<file path="src/fbm_pkg.sv">
// Shared register codes, constants and hash/blend functions for the
// fractal value noise unit. Used by every module of the block; no dependencies.
package fbm_pkg;

  localparam int CFG_IDX_W  = 2;
  localparam int CFG_DATA_W = 16;

  localparam logic [CFG_IDX_W-1:0] REG_OCTAVES = 2'd0;
  localparam logic [CFG_IDX_W-1:0] REG_GAIN    = 2'd1;
  localparam logic [CFG_IDX_W-1:0] REG_LACUN   = 2'd2;

  localparam logic [3:0]  OCTAVES_RST = 4'd4;
  localparam logic [15:0] GAIN_RST    = 16'd32768;
  localparam logic [14:0] LACUN_RST   = 15'd8192;

  localparam int FREQ_W = 49;
  localparam int AMP_W  = 17;
  localparam int VAL_W  = 23;
  localparam int WGT_W  = 17;

  localparam logic [FREQ_W-1:0] FREQ_ONE = 49'd4096;
  localparam logic [FREQ_W-1:0] FREQ_CAP = 49'd1 << 48;
  localparam logic [AMP_W-1:0]  AMP_ONE  = 17'h10000;

  localparam logic [31:0] HASH_SALT = 32'd61;
  localparam logic [31:0] WANG_K    = 32'h27d4eb2d;

  localparam logic [63:0] OFS_X    = 64'd29059816;
  localparam logic [63:0] OFS_Y    = 64'd37515533;
  localparam logic [63:0] OFS_Z    = 64'd52705624;
  localparam int          OFS_FRAC = 24;

  function automatic logic [31:0] wang_pre(input logic [31:0] v);
    logic [31:0] a;
    logic [31:0] b;
    a = (v ^ HASH_SALT) ^ (v >> 16);
    b = (a << 3) + a;
    return b ^ (b >> 4);
  endfunction

  function automatic logic [31:0] wang_mul(input logic [31:0] c);
    return c * WANG_K;
  endfunction

  function automatic logic [31:0] wang_post(input logic [31:0] d);
    return d ^ (d >> 15);
  endfunction

  function automatic logic [VAL_W-1:0] value_mix(input logic [VAL_W-1:0] a,
                                                 input logic [VAL_W-1:0] b,
                                                 input logic [WGT_W-1:0] w);
    logic [WGT_W-1:0] wi;
    logic [40:0]      s;
    wi = AMP_ONE - w;
    s  = 41'(a) * 41'(wi) + 41'(b) * 41'(w);
    return s[38:16];
  endfunction

endpackage

</file>
<file path="src/fbm_div_stage.sv">
// One restoring step of the normalizing divider: resolves one quotient bit.
// Depends on fbm_pkg.
module fbm_div_stage #(
  parameter int SUMW = 43,
  parameter int TOTW = 20,
  parameter int K    = 22
) (
  input  logic                       clk_i,
  input  logic                       rst_ni,
  input  logic                       en_i,
  input  logic                       valid_i,
  input  logic [SUMW-1:0]            rem_i,
  input  logic [TOTW-1:0]            tot_i,
  input  logic [fbm_pkg::VAL_W-1:0]  quo_i,
  output logic                       valid_o,
  output logic [SUMW-1:0]            rem_o,
  output logic [TOTW-1:0]            tot_o,
  output logic [fbm_pkg::VAL_W-1:0]  quo_o
);

  logic                       valid_q;
  logic [SUMW-1:0]            dsh;
  logic                       fits;
  logic [SUMW-1:0]            rem_d, rem_q;
  logic [fbm_pkg::VAL_W-1:0]  quo_d, quo_q;
  logic [TOTW-1:0]            tot_q;

  always_comb begin
    dsh   = SUMW'(tot_i) << K;
    fits  = rem_i >= dsh;
    rem_d = fits ? rem_i - dsh : rem_i;
    quo_d = quo_i;
    quo_d[K] = fits;
  end

  always_ff @(posedge clk_i or negedge rst_ni) begin
    if (!rst_ni) begin
      valid_q <= 1'b0;
    end else if (en_i) begin
      valid_q <= valid_i;
    end
  end

  always_ff @(posedge clk_i) begin
    if (en_i) begin
      rem_q <= rem_d;
      quo_q <= quo_d;
      tot_q <= tot_i;
    end
  end

  assign valid_o = valid_q;
  assign rem_o   = rem_q;
  assign tot_o   = tot_q;
  assign quo_o   = quo_q;

endmodule

</file>
<file path="config.mk">
export PLATFORM = sky130hd
export DESIGN_NAME = fbm_div_stage
export DESIGN_NICKNAME = d
export VERILOG_FILES = /design/src/fbm_pkg.sv /design/src/fbm_div_stage.sv
export SDC_FILE = /design/constraint.sdc
export NUM_CORES = 1
export LEC_CHECK = 0
export BUFFER_PORTS_ARGS = -buffer_cell sky130_fd_sc_hd__buf_2
export CAP_MARGIN = 40
export CORE_ASPECT_RATIO = 1.75
export CORE_MARGIN = 2
export CORE_UTILIZATION = 30
export DETAILED_ROUTE_END_ITERATION = 10
export SETUP_SLACK_MARGIN = 0.5
export SYNTH_ARGS = -nofsm -noshare
export SYNTH_HDL_FRONTEND = slang
export SYNTH_SLANG_ARGS = --single-unit
</file>
<file path="constraint.sdc">
create_clock -name clk_i -period 1 [get_ports clk_i]
set_input_delay 0.15 -clock clk_i [delete_from_list [all_inputs] [get_ports clk_i]]
set_output_delay 0.15 -clock clk_i [all_outputs]
set_load 0.03 [all_outputs]
</file>
======== Yosys cells after proc, flatten, opt, wreduce, memory -nomap -nowiden ========
Index checks and enable logic that the tools add are counted.
operators by class
  add/subtract/negate cells ............... 1
  multipliers ............................. 0
  divide/modulo/power cells ............... 0
  $lt $le $gt $ge ......................... 1
  equal/unequal tests ..................... 0
  shifts and indexed selects .............. 0
  muxes and demuxes ....................... 1
  bitwise operators ....................... 0
  reductions and logical operators ........ 0
operators by type and width
  cell                            count
  >= comparator 43 x 42 -> 1 bit  1
  two-way mux 43 bit              1
  subtractor 43 x 42 -> 43 bit    1
word-level totals
  bits in registers ....................... 87
  bits in latches ......................... 0
  RAM bits ................................ 0
  bits in read-only memories .............. 0
  input port bits ......................... 90
  word-level logic and storage cells ...... 7
  memories kept ........................... 0

======== Logic depth before layout (Yosys ltp) ========
Gate-level depths: netlist of run 1.
  depth in word-level cells ............... 2
  depth in mapped cells ................... 12

======== Worst setup path before layout of run 1 ========
OpenSTA, ideal clock, no wires.
  path type ............................... input to register
  start point ............................. input port tot_i[18]
  end point ............................... register rem_q[29], in the netlist rem_o[29], data pin
  arrival time ............................ 2.117 ns
  data required time ...................... 0.740 ns
  path slack .............................. -1.377 ns
  stages on the path ...................... 12
  path buffers ............................ 3
  cell sequence ........................... inv_1 ha_1 buf_6 a21o_1 a211o_1 a31o_1 nor4_2 and2_4 buf_6 inv_6 buf_12 mux2_4
between the ends
  longest elaborated chain between the ends .. 2
RTL lines
  what                            line                 text
  from (decl)                     fbm_div_stage.sv:13  input logic [TOTW-1:0] tot_i,
  >= comparator 43 x 42 -> 1 bit  fbm_div_stage.sv:30  fits = rem_i >= dsh;
  named net fits                  fbm_div_stage.sv:23  logic fits;
  two-way mux 43 bit              fbm_div_stage.sv:31  rem_d = fits ? rem_i - dsh : rem_i;
  named net rem_d[29]             fbm_div_stage.sv:24  logic [SUMW-1:0] rem_d, rem_q;
  to (signal assigned)            fbm_div_stage.sv:46  rem_q <= rem_d;
  to (decl)                       fbm_div_stage.sv:24
The timed path passes the listed nets, and every way through them passes these cells.
A chain may end at the register's enable or synchronous reset.

======== Worst setup path in the final report of run 1 ========
  start point ............................. input port rem_i[4]
  end point ............................... register rem_q[31], in the netlist rem_o[31], data pin
between the ends
  longest elaborated chain between the ends .. 2
RTL lines
  what                                                                                   line                                      text
  from (decl)                                                                            fbm_div_stage.sv:12                       input logic [SUMW-1:0] rem_i,
  subtractor 43 x 42 -> 43 bit / >= comparator 43 x 42 -> 1 bit (equally long branches)  fbm_div_stage.sv:31, fbm_div_stage.sv:30
  two-way mux 43 bit (*)                                                                 fbm_div_stage.sv:31
  named net rem_d[31]                                                                    fbm_div_stage.sv:24
The timed path passes the listed nets; every way through them passes the cells marked *.

==> results.md, run 1 <==
* Result of the run: complete, but fails checks
* Violations in the final reports: negative hold slack, negative setup slack
* Area of all sequential standard cells at 2610 um2
* Htree depth at 3
* Post-detailed-route via-to-cell ratio at 4.85
* Number of pins exceeding their max-slew limit in the final report at 0
* DRC at 0
* Number of fillers in the final layout at 1240
* Synth warn at 0
* Max-slew headroom at the worst pin at 70.2%
* Synth Area in Adders at 6.22%
* Path type of the worst setup path: primary input to flop
* Met2 wire length at 8520 um
* Number of buffers created by CTS at 9
* TritonCTS clock tree: done
* Final #Nets at 735
* Post-synthesis mux area share at 3.94%
* R2r worst-path depth at 1
* Origin of the critical flop-to-flop path: valid_o
* Number of buffers added on ports at 175
* Final instance area at 7750 um2
* Pwr per Cell Area at 1560 nW/um2
* Number of flops mapped to enable cells by yosys at 86
* Reg-to-reg critical path endpoint: valid_o
* Arrival @ worst endpoint at 2180 ps
* Startpoint kind of the worst setup timing path: primary input
* Initial standard-cell utilization of the core at 30.4%
* Post-synth ARST share at 1.15%
* Area Growth Syn to Fin at 78.2%
* Clock transition at the registers of the reported paths at 80 ps
* Die footprint at 15500 um2
* Compound-Gate Fraction of Synth Area at 12.9%
* Tcrit/Tclk final at 209%
* Xor and xnor fraction of the mapped netlist area at 2.01%
* Setup slack after placement at -1590 ps
* Number of standard-cell rows in the floorplan at 58
* Smallest setup slack after layout at -1090 ps
* Die X at 95.0 um
* Depth of the worst hold-timing path at 1
* Sort of element at the end of the critical path: flop
* Top fanout value on the critical path at 3
* Hold wc startpoint: rem_i[1]
* Floorplan die height at 163 um
* Num ports at 177
* Total number of vias at 3921
* Initial antenna violation count at 0
* Simple-gate share of the synthesized area at 10.8%
* Dominant combinational cell family by area after synthesis: compound AO/OA/AOI/OAI gates
* GRT Residual Overflow at 0
* Clock tree root driver cell: clkbuf_16
* Combined area of all synthesized cells at 4350 um2
* Worst IR Drop VDD at 0.946 mV
* Clk Latency, worst-skew pair at 340 ps
* Post-detailed-route wirelength per cell at 17.5 um
* Placed wire-length estimate at 10400 um
* Remaining number of nets flagged by the antenna check after routing at 0
* Max-capacitance violation count at 0
* Placeable Area at 14300 um2
* Actual transition at the worst max-transition pin at 443 ps
* Required @ worst endpoint at 1090 ps
* Fraction of layout cells with a size suffix above 1 at 62.6%
* Count of final hold-check violations at 35
* Uppermost signal routing layer after detailed routing: met4
* Area of combinational cells with multiple inputs at 1990 um2
* Longest Clk Path Bufs at 2
* Wire length of the first global-routing pass at 20700 um
* Routed metal-1 wirelength at 4640 um
* Met3 layer wire length in the routed design at 553 um
* Top flip-flop cell by instance count after synthesis: edfxtp_1
* Post-Synthesis Net Count at 441
* Sequential share of the synthesized area at 60.0%
* Fin util at 54.2%
* Hold path endpoint: rem_o[1]
* Via count of the first global-routing pass at 4124
* Number of sinks driven by the clock tree at 87
* Total wire length at 14100 um
* Setup repair after global routing missed its margin: true
* Final count of negative-setup-slack endpoints at 109
* Peak clock frequency supported by timing at 479 MHz
* Leakage Power at 0.00337 uW
* Number of hold buffers added after cts at 1
* Synth cell types at 62
* R2R Setup Slk at 220 ps
* Routability cong. at 0.824
* DR iter-0 viols at 187
* Final period demand of the worst path at 2090 ps
* Detailed-router iteration count before antenna repair at 4
* Average cell area after synthesis at 13.2 um2
* Worst-case clock skew at 0 ps
* Cell count after synthesis at 330
* Largest net degree at the start of global routing at 18
* Overall routing resource usage at 17.9%
* Minimum hold slack at -25.1 ps
* Hold crit path type: primary input to flop
* Total cell area at the placement stage at 6190 um2
* Synthesized flop and latch total at 87
* Number of antenna cells inserted at 0
[registers in the layout (all words and copies together) (netlist names)]
name,flops
tot_o,20
rem_o,43
quo_o,23
valid_o,1
[cells in the mapped netlist (5+ instances only)]
library cell / number / area (um2)
nand2_1: 16 / 60.1
edfxtp_1: 86 / 2580
o21ai_1: 5 / 25.0
inv_1: 25 / 93.8
a21o_1: 8 / 60.1
a211oi_1: 6 / 45.0
ha_1: 20 / 250
o21ai_0: 16 / 80.1
a21oi_1: 17 / 85.1
xnor2_1: 6 / 52.6
nor4_1: 6 / 37.5
mux2_4: 7 / 105
or4_1: 5 / 37.5
nand3_1: 9 / 45.0
nor2_1: 9 / 33.8
[layout by cell type (no fill, tap or decap), types with 4 or more instances in the layout]
| cell type | instances |
|---|---|
| buf_4 | 109 |
| buf_6 | 101 |
| edfxtp_1 | 86 |
| buf_2 | 76 |
| ha_4 | 18 |
| inv_1 | 15 |
| o21ai_0 | 14 |
| nand2_1 | 13 |
| a21oi_1 | 11 |
| mux2_4 | 11 |
| nand3_1 | 9 |
| clkbuf_16 | 9 |
| inv_2 | 8 |
| nor2_1 | 8 |
| a21o_1 | 8 |
| o21ai_2 | 7 |
| a21oi_2 | 6 |
| xnor2_1 | 6 |
| a211oi_1 | 5 |
| nand2_2 | 4 |
| nand2b_1 | 4 |
| nand4_1 | 4 |
| nor4_1 | 4 |
| nor3_1 | 4 |
| nor2b_1 | 4 |
| xor2_1 | 4 |
[how the worst max path moves through the flow]
stage              start        end  slack [ps]  cells after the start
6_report        rem_i[4]  rem_o[31]       -1090                      9
5_1_grt         rem_i[4]  rem_o[31]       -1130                      9
4_1_cts         rem_i[8]  rem_o[31]       -1040                      9
3_5_place_dp   tot_i[13]  rem_o[28]       -1590                     10
3_3_place_gp   tot_i[13]  rem_o[25]       -1610                     10
2_1_floorplan  rem_i[40]  rem_o[29]       -1290                     11
[critical path, stage by stage]
cell and delay [ps]:
buf_2 110, or4_4 530, nor4_4 260, buf_4 160, and4_4 240, nor4_4 50, buf_4 140, or4_4 400
o211a_1 140
[repair_timing]
action | CTS | global route
buffers inserted | 12 | 3
setup endpoints to repair | 183 | 110
gates resized for setup | 244 | 26
pin swaps | 21 | 14
gates cloned | 3 | 0
endpoints found under the hold margin | 54 | 56
[cell type report]
cell class / count / share of cell area, %
Timing Repair inverter: 1 / 0.145
Timing Repair Buffer: 293 / 32.0
Clock inverter: 7 / 1.18
Inverter: 26 / 1.52
Multi-Input combinational cell: 206 / 25.7
Clock buffer: 9 / 2.91
Sequential cell: 87 / 33.7
Tap cell: 180 / 2.91
[through the flow]
| step | hold slack [ps] | TNS (ps) | cells | power, uW |
|---|---|---|---|---|
| after floorplan | -146 | -24400 | 330 | 6330 |
| final | -25.1 | -24070 | 809 | 12100 |
| after global routing | -45.4 | -28200 | 809 | 12500 |
| after global placement | -75.1 | -33450 | 774 | 7540 |
| after CTS | -36.0 | -24150 | 806 | 12000 |
| after detailed placement | -73.7 | -32750 | 774 | 7590 |
[kinds of logic after synthesis]
kind of cell / count (synthesis)
fa+ha+maj: 21
flops: 87
xor+xnor: 10
buf+inv: 37
mux: 13
compound gates: 80
simple gates: 82
[metal layers]
metal	GRT usage [%]	vias to the layer above
li1	-	1866
met1	16.9	1917
met2	35.4	112
met3	3.14	26
met4	8.43	0
met5	0	-
[where the power goes]
part | total (uW) | internal (uW) | switching [uW]
clock network | 3590 | 2000 | 1590
logic | 3860 | 1920 | 1940
registers | 4610 | 4440 | 169
Note: power is estimated with default switching activity, not from simulation.
==> run 2: changes to the inputs <==
--- a/config.mk
+++ b/config.mk
@@ -8,9 +8,10 @@
 export BUFFER_PORTS_ARGS = -buffer_cell sky130_fd_sc_hd__buf_2
 export CAP_MARGIN = 40
 export CORE_ASPECT_RATIO = 1.75
-export CORE_MARGIN = 2
+export CORE_MARGIN = 5
 export CORE_UTILIZATION = 30
 export DETAILED_ROUTE_END_ITERATION = 10
+export GPL_TIMING_DRIVEN = 1
 export SETUP_SLACK_MARGIN = 0.5
 export SYNTH_ARGS = -nofsm -noshare
 export SYNTH_HDL_FRONTEND = slang
==> run 2 against run 1 <==
The flow still finishes with violations (negative hold slack, negative setup slack). Flip-flop and latch count unchanged. Setup slack better by 14 ps. Register-to-register slack about the same. Clock skew unchanged. Wire length up 5.3%. Power down 1.8%. Sequential power about the same. Critical path depth unchanged. Global-route usage down 0.82 points. Count of clock-buffer cells in the layout up 1. Clock power down 8.4%. Critical endpoint unchanged.
==> results.md, run 2 (synthesis gave the netlist of run 1 again) <==
* Clock transition at the registers of the reported paths at 80 ps
* Cells along the critical path: buf_6 -> or4_4 -> nor4_4 -> buf_4 -> and4_4 -> nor4_4 -> buf_4 -> or4_1 -> o211a_1
* GRT Residual Overflow at 0
* Buf/Inv on CP at 3
* Number of stages on the worst setup path at 9
* Final count of negative-setup-slack endpoints at 109
* Placeable Area at 14300 um2
* Leakage Power at 0.00339 uW
* Die footprint at 17100 um2
* First element of the critical path: rem_i[8]
* Longest Clk Path Bufs at 2
* Number of sinks driven by the clock tree at 87
* R2r worst-path depth at 1
* Sort of element at the end of the critical path: flop
* Tcrit/Tclk final at 208%
* Minimum hold slack at -23.8 ps
* Total wire length at 14900 um
* Capture point of the worst path: rem_o[31]
* Smallest setup slack after layout at -1080 ps
* Post-detailed-route via-to-cell ratio at 4.90
* Htree depth at 3
* Violations in the final reports: negative hold slack, negative setup slack
* Startpoint kind of the worst setup timing path: primary input
* Fraction of layout cells with a size suffix above 1 at 62.1%
* Via count of the first global-routing pass at 4389
* Required @ worst endpoint at 1100 ps
* Number of fillers in the final layout at 1198
* DR iter-0 viols at 139
* Max-capacitance violation count at 0
* Max-slew headroom at the worst pin at 71.9%
* Die X at 101 um
* Number of standard-cell rows in the floorplan at 58
* Peak clock frequency supported by timing at 482 MHz
* Number of buffers created by CTS at 9
* Placed wire-length estimate at 11000 um
* Worst IR Drop VDD at 0.779 mV
* Initial standard-cell utilization of the core at 30.4%
* Origin of the critical flop-to-flop path: valid_o
* Total number of vias at 3982
* Area Growth Syn to Fin at 79.4%
* Setup Total Neg Slack at -24680 ps
* Arrival @ worst endpoint at 2170 ps
* Initial antenna violation count at 1
* Wire length of the first global-routing pass at 22300 um
* Number of antenna cells inserted at 0
* Number of pins exceeding their max-slew limit in the final report at 0
* Floorplan die height at 169 um
* Clock tree root driver cell: clkbuf_16
* Largest register FFs at 43
* Number of hold buffers added after cts at 1
* Routability cong. at 0.902
* Maximum cell stage delay along the critical path at 540 ps
* Post-detailed-route wirelength per cell at 18.3 um
* Hold crit path type: primary input to flop
* Count of final hold-check violations at 36
* R2R Setup Slk at 210 ps
* Critical path's slowest cell: or4_4
* Top fanout value on the critical path at 4
* Final #Nets at 739
* Highest-count cells in the layout ignoring fill and taps: 107 x buf_4, 105 x buf_6, 86 x edfxtp_1
* Worst-case clock skew at 0 ps
* DRC at 0
* Num ports at 177
* Largest delay contributor family on the critical path: simple AND/OR/NAND/NOR gates
* Setup repair after global routing missed its margin: true
* Largest net degree at the start of global routing at 17
* Number of buffers added on ports at 175
* Detailed-router iteration count before antenna repair at 4
* Actual transition at the worst max-transition pin at 420 ps
* Pwr per Cell Area at 1520 nW/um2
* Result of the run: complete, but fails checks
* Path type of the worst setup path: primary input to flop
* Reg-to-reg critical path endpoint: valid_o
* Final period demand of the worst path at 2080 ps
* Overall routing resource usage at 17.0%
* TritonCTS clock tree: done
* Most common cell after layout, fill and taps aside: buf_4
* Remaining number of nets flagged by the antenna check after routing at 0
* Clk Latency, worst-skew pair at 340 ps
## run 2: cell count changes in the layout (fill, tap and decap cells not counted), sizes merged
cell,change
inv,-2
clkinv,+1
clkbuf,+1
buf,+4
clkinvlp,+1
bufinv,-1
## run 2: routing by layer
metal / GRT usage (%) / wire (um) / up-vias
li1: - / - / 1869
met2: 34.0 / 8860 / 135
met1: 15.8 / 4770 / 1934
met4: 8.22 / 538 / 2
met3: 3.29 / 715 / 42
met5: 0 / 13 / -
## run 2: metrics by stage
stage                     util, %  worst slack [ps]  total power, uW  std cells  instance area (um2)
after floorplan                 -             -1290             6330        330                 4420
after global placement       43.1             -1770             7540        771                 6160
after detailed placement     43.1             -1750             7590        771                 6160
after CTS                    52.8             -1070            11800        804                 7550
after global routing         54.6             -1150            12400        813                 7800
final                        54.6             -1080            11900        813                 7800
## run 2: where the power goes
group	total, uW	internal, uW	switching [uW]	leakage (uW)
combinational	3940	1960	1980	0.00241
sequential	4620	4450	172	0.000852
clock	3290	1720	1570	0.000131
## run 2: how the worst min path moves through the flow
| stage | from | endpoint | slack (ps) | depth (start not counted) |
|---|---|---|---|---|
| after CTS | quo_i[10] | quo_o[10] | -40 | 1 |
| after global placement | rst_ni | valid_o | -70 | 1 |
| after detailed placement | rst_ni | valid_o | -70 | 1 |
| after floorplan | rst_ni | valid_o | -150 | 0 |
| final | quo_i[10] | quo_o[10] | -20 | 1 |
| after global routing | quo_i[10] | quo_o[10] | -30 | 1 |
## run 2: what timing repair did
item / in CTS / in global routing
pin swaps: 19 / 21
gates cloned: 2 / 0
hold endpoints to repair: 56 / 52
buffers inserted: 14 / 9
gates resized for setup: 251 / 41
setup endpoints to repair: 187 / 187
## run 2: cell type report
class                           count  area [um2]  area share (%)
Sequential cell                    87        2610            33.5
Tap cell                          180         225            2.89
Timing Repair inverter              1        11.3           0.144
Inverter                           26         120            1.54
Clock buffer                       10         229            2.94
Timing Repair Buffer              297        2520            32.3
Clock inverter                      6        52.6           0.674
Multi-Input combinational cell    206        2030            26.1
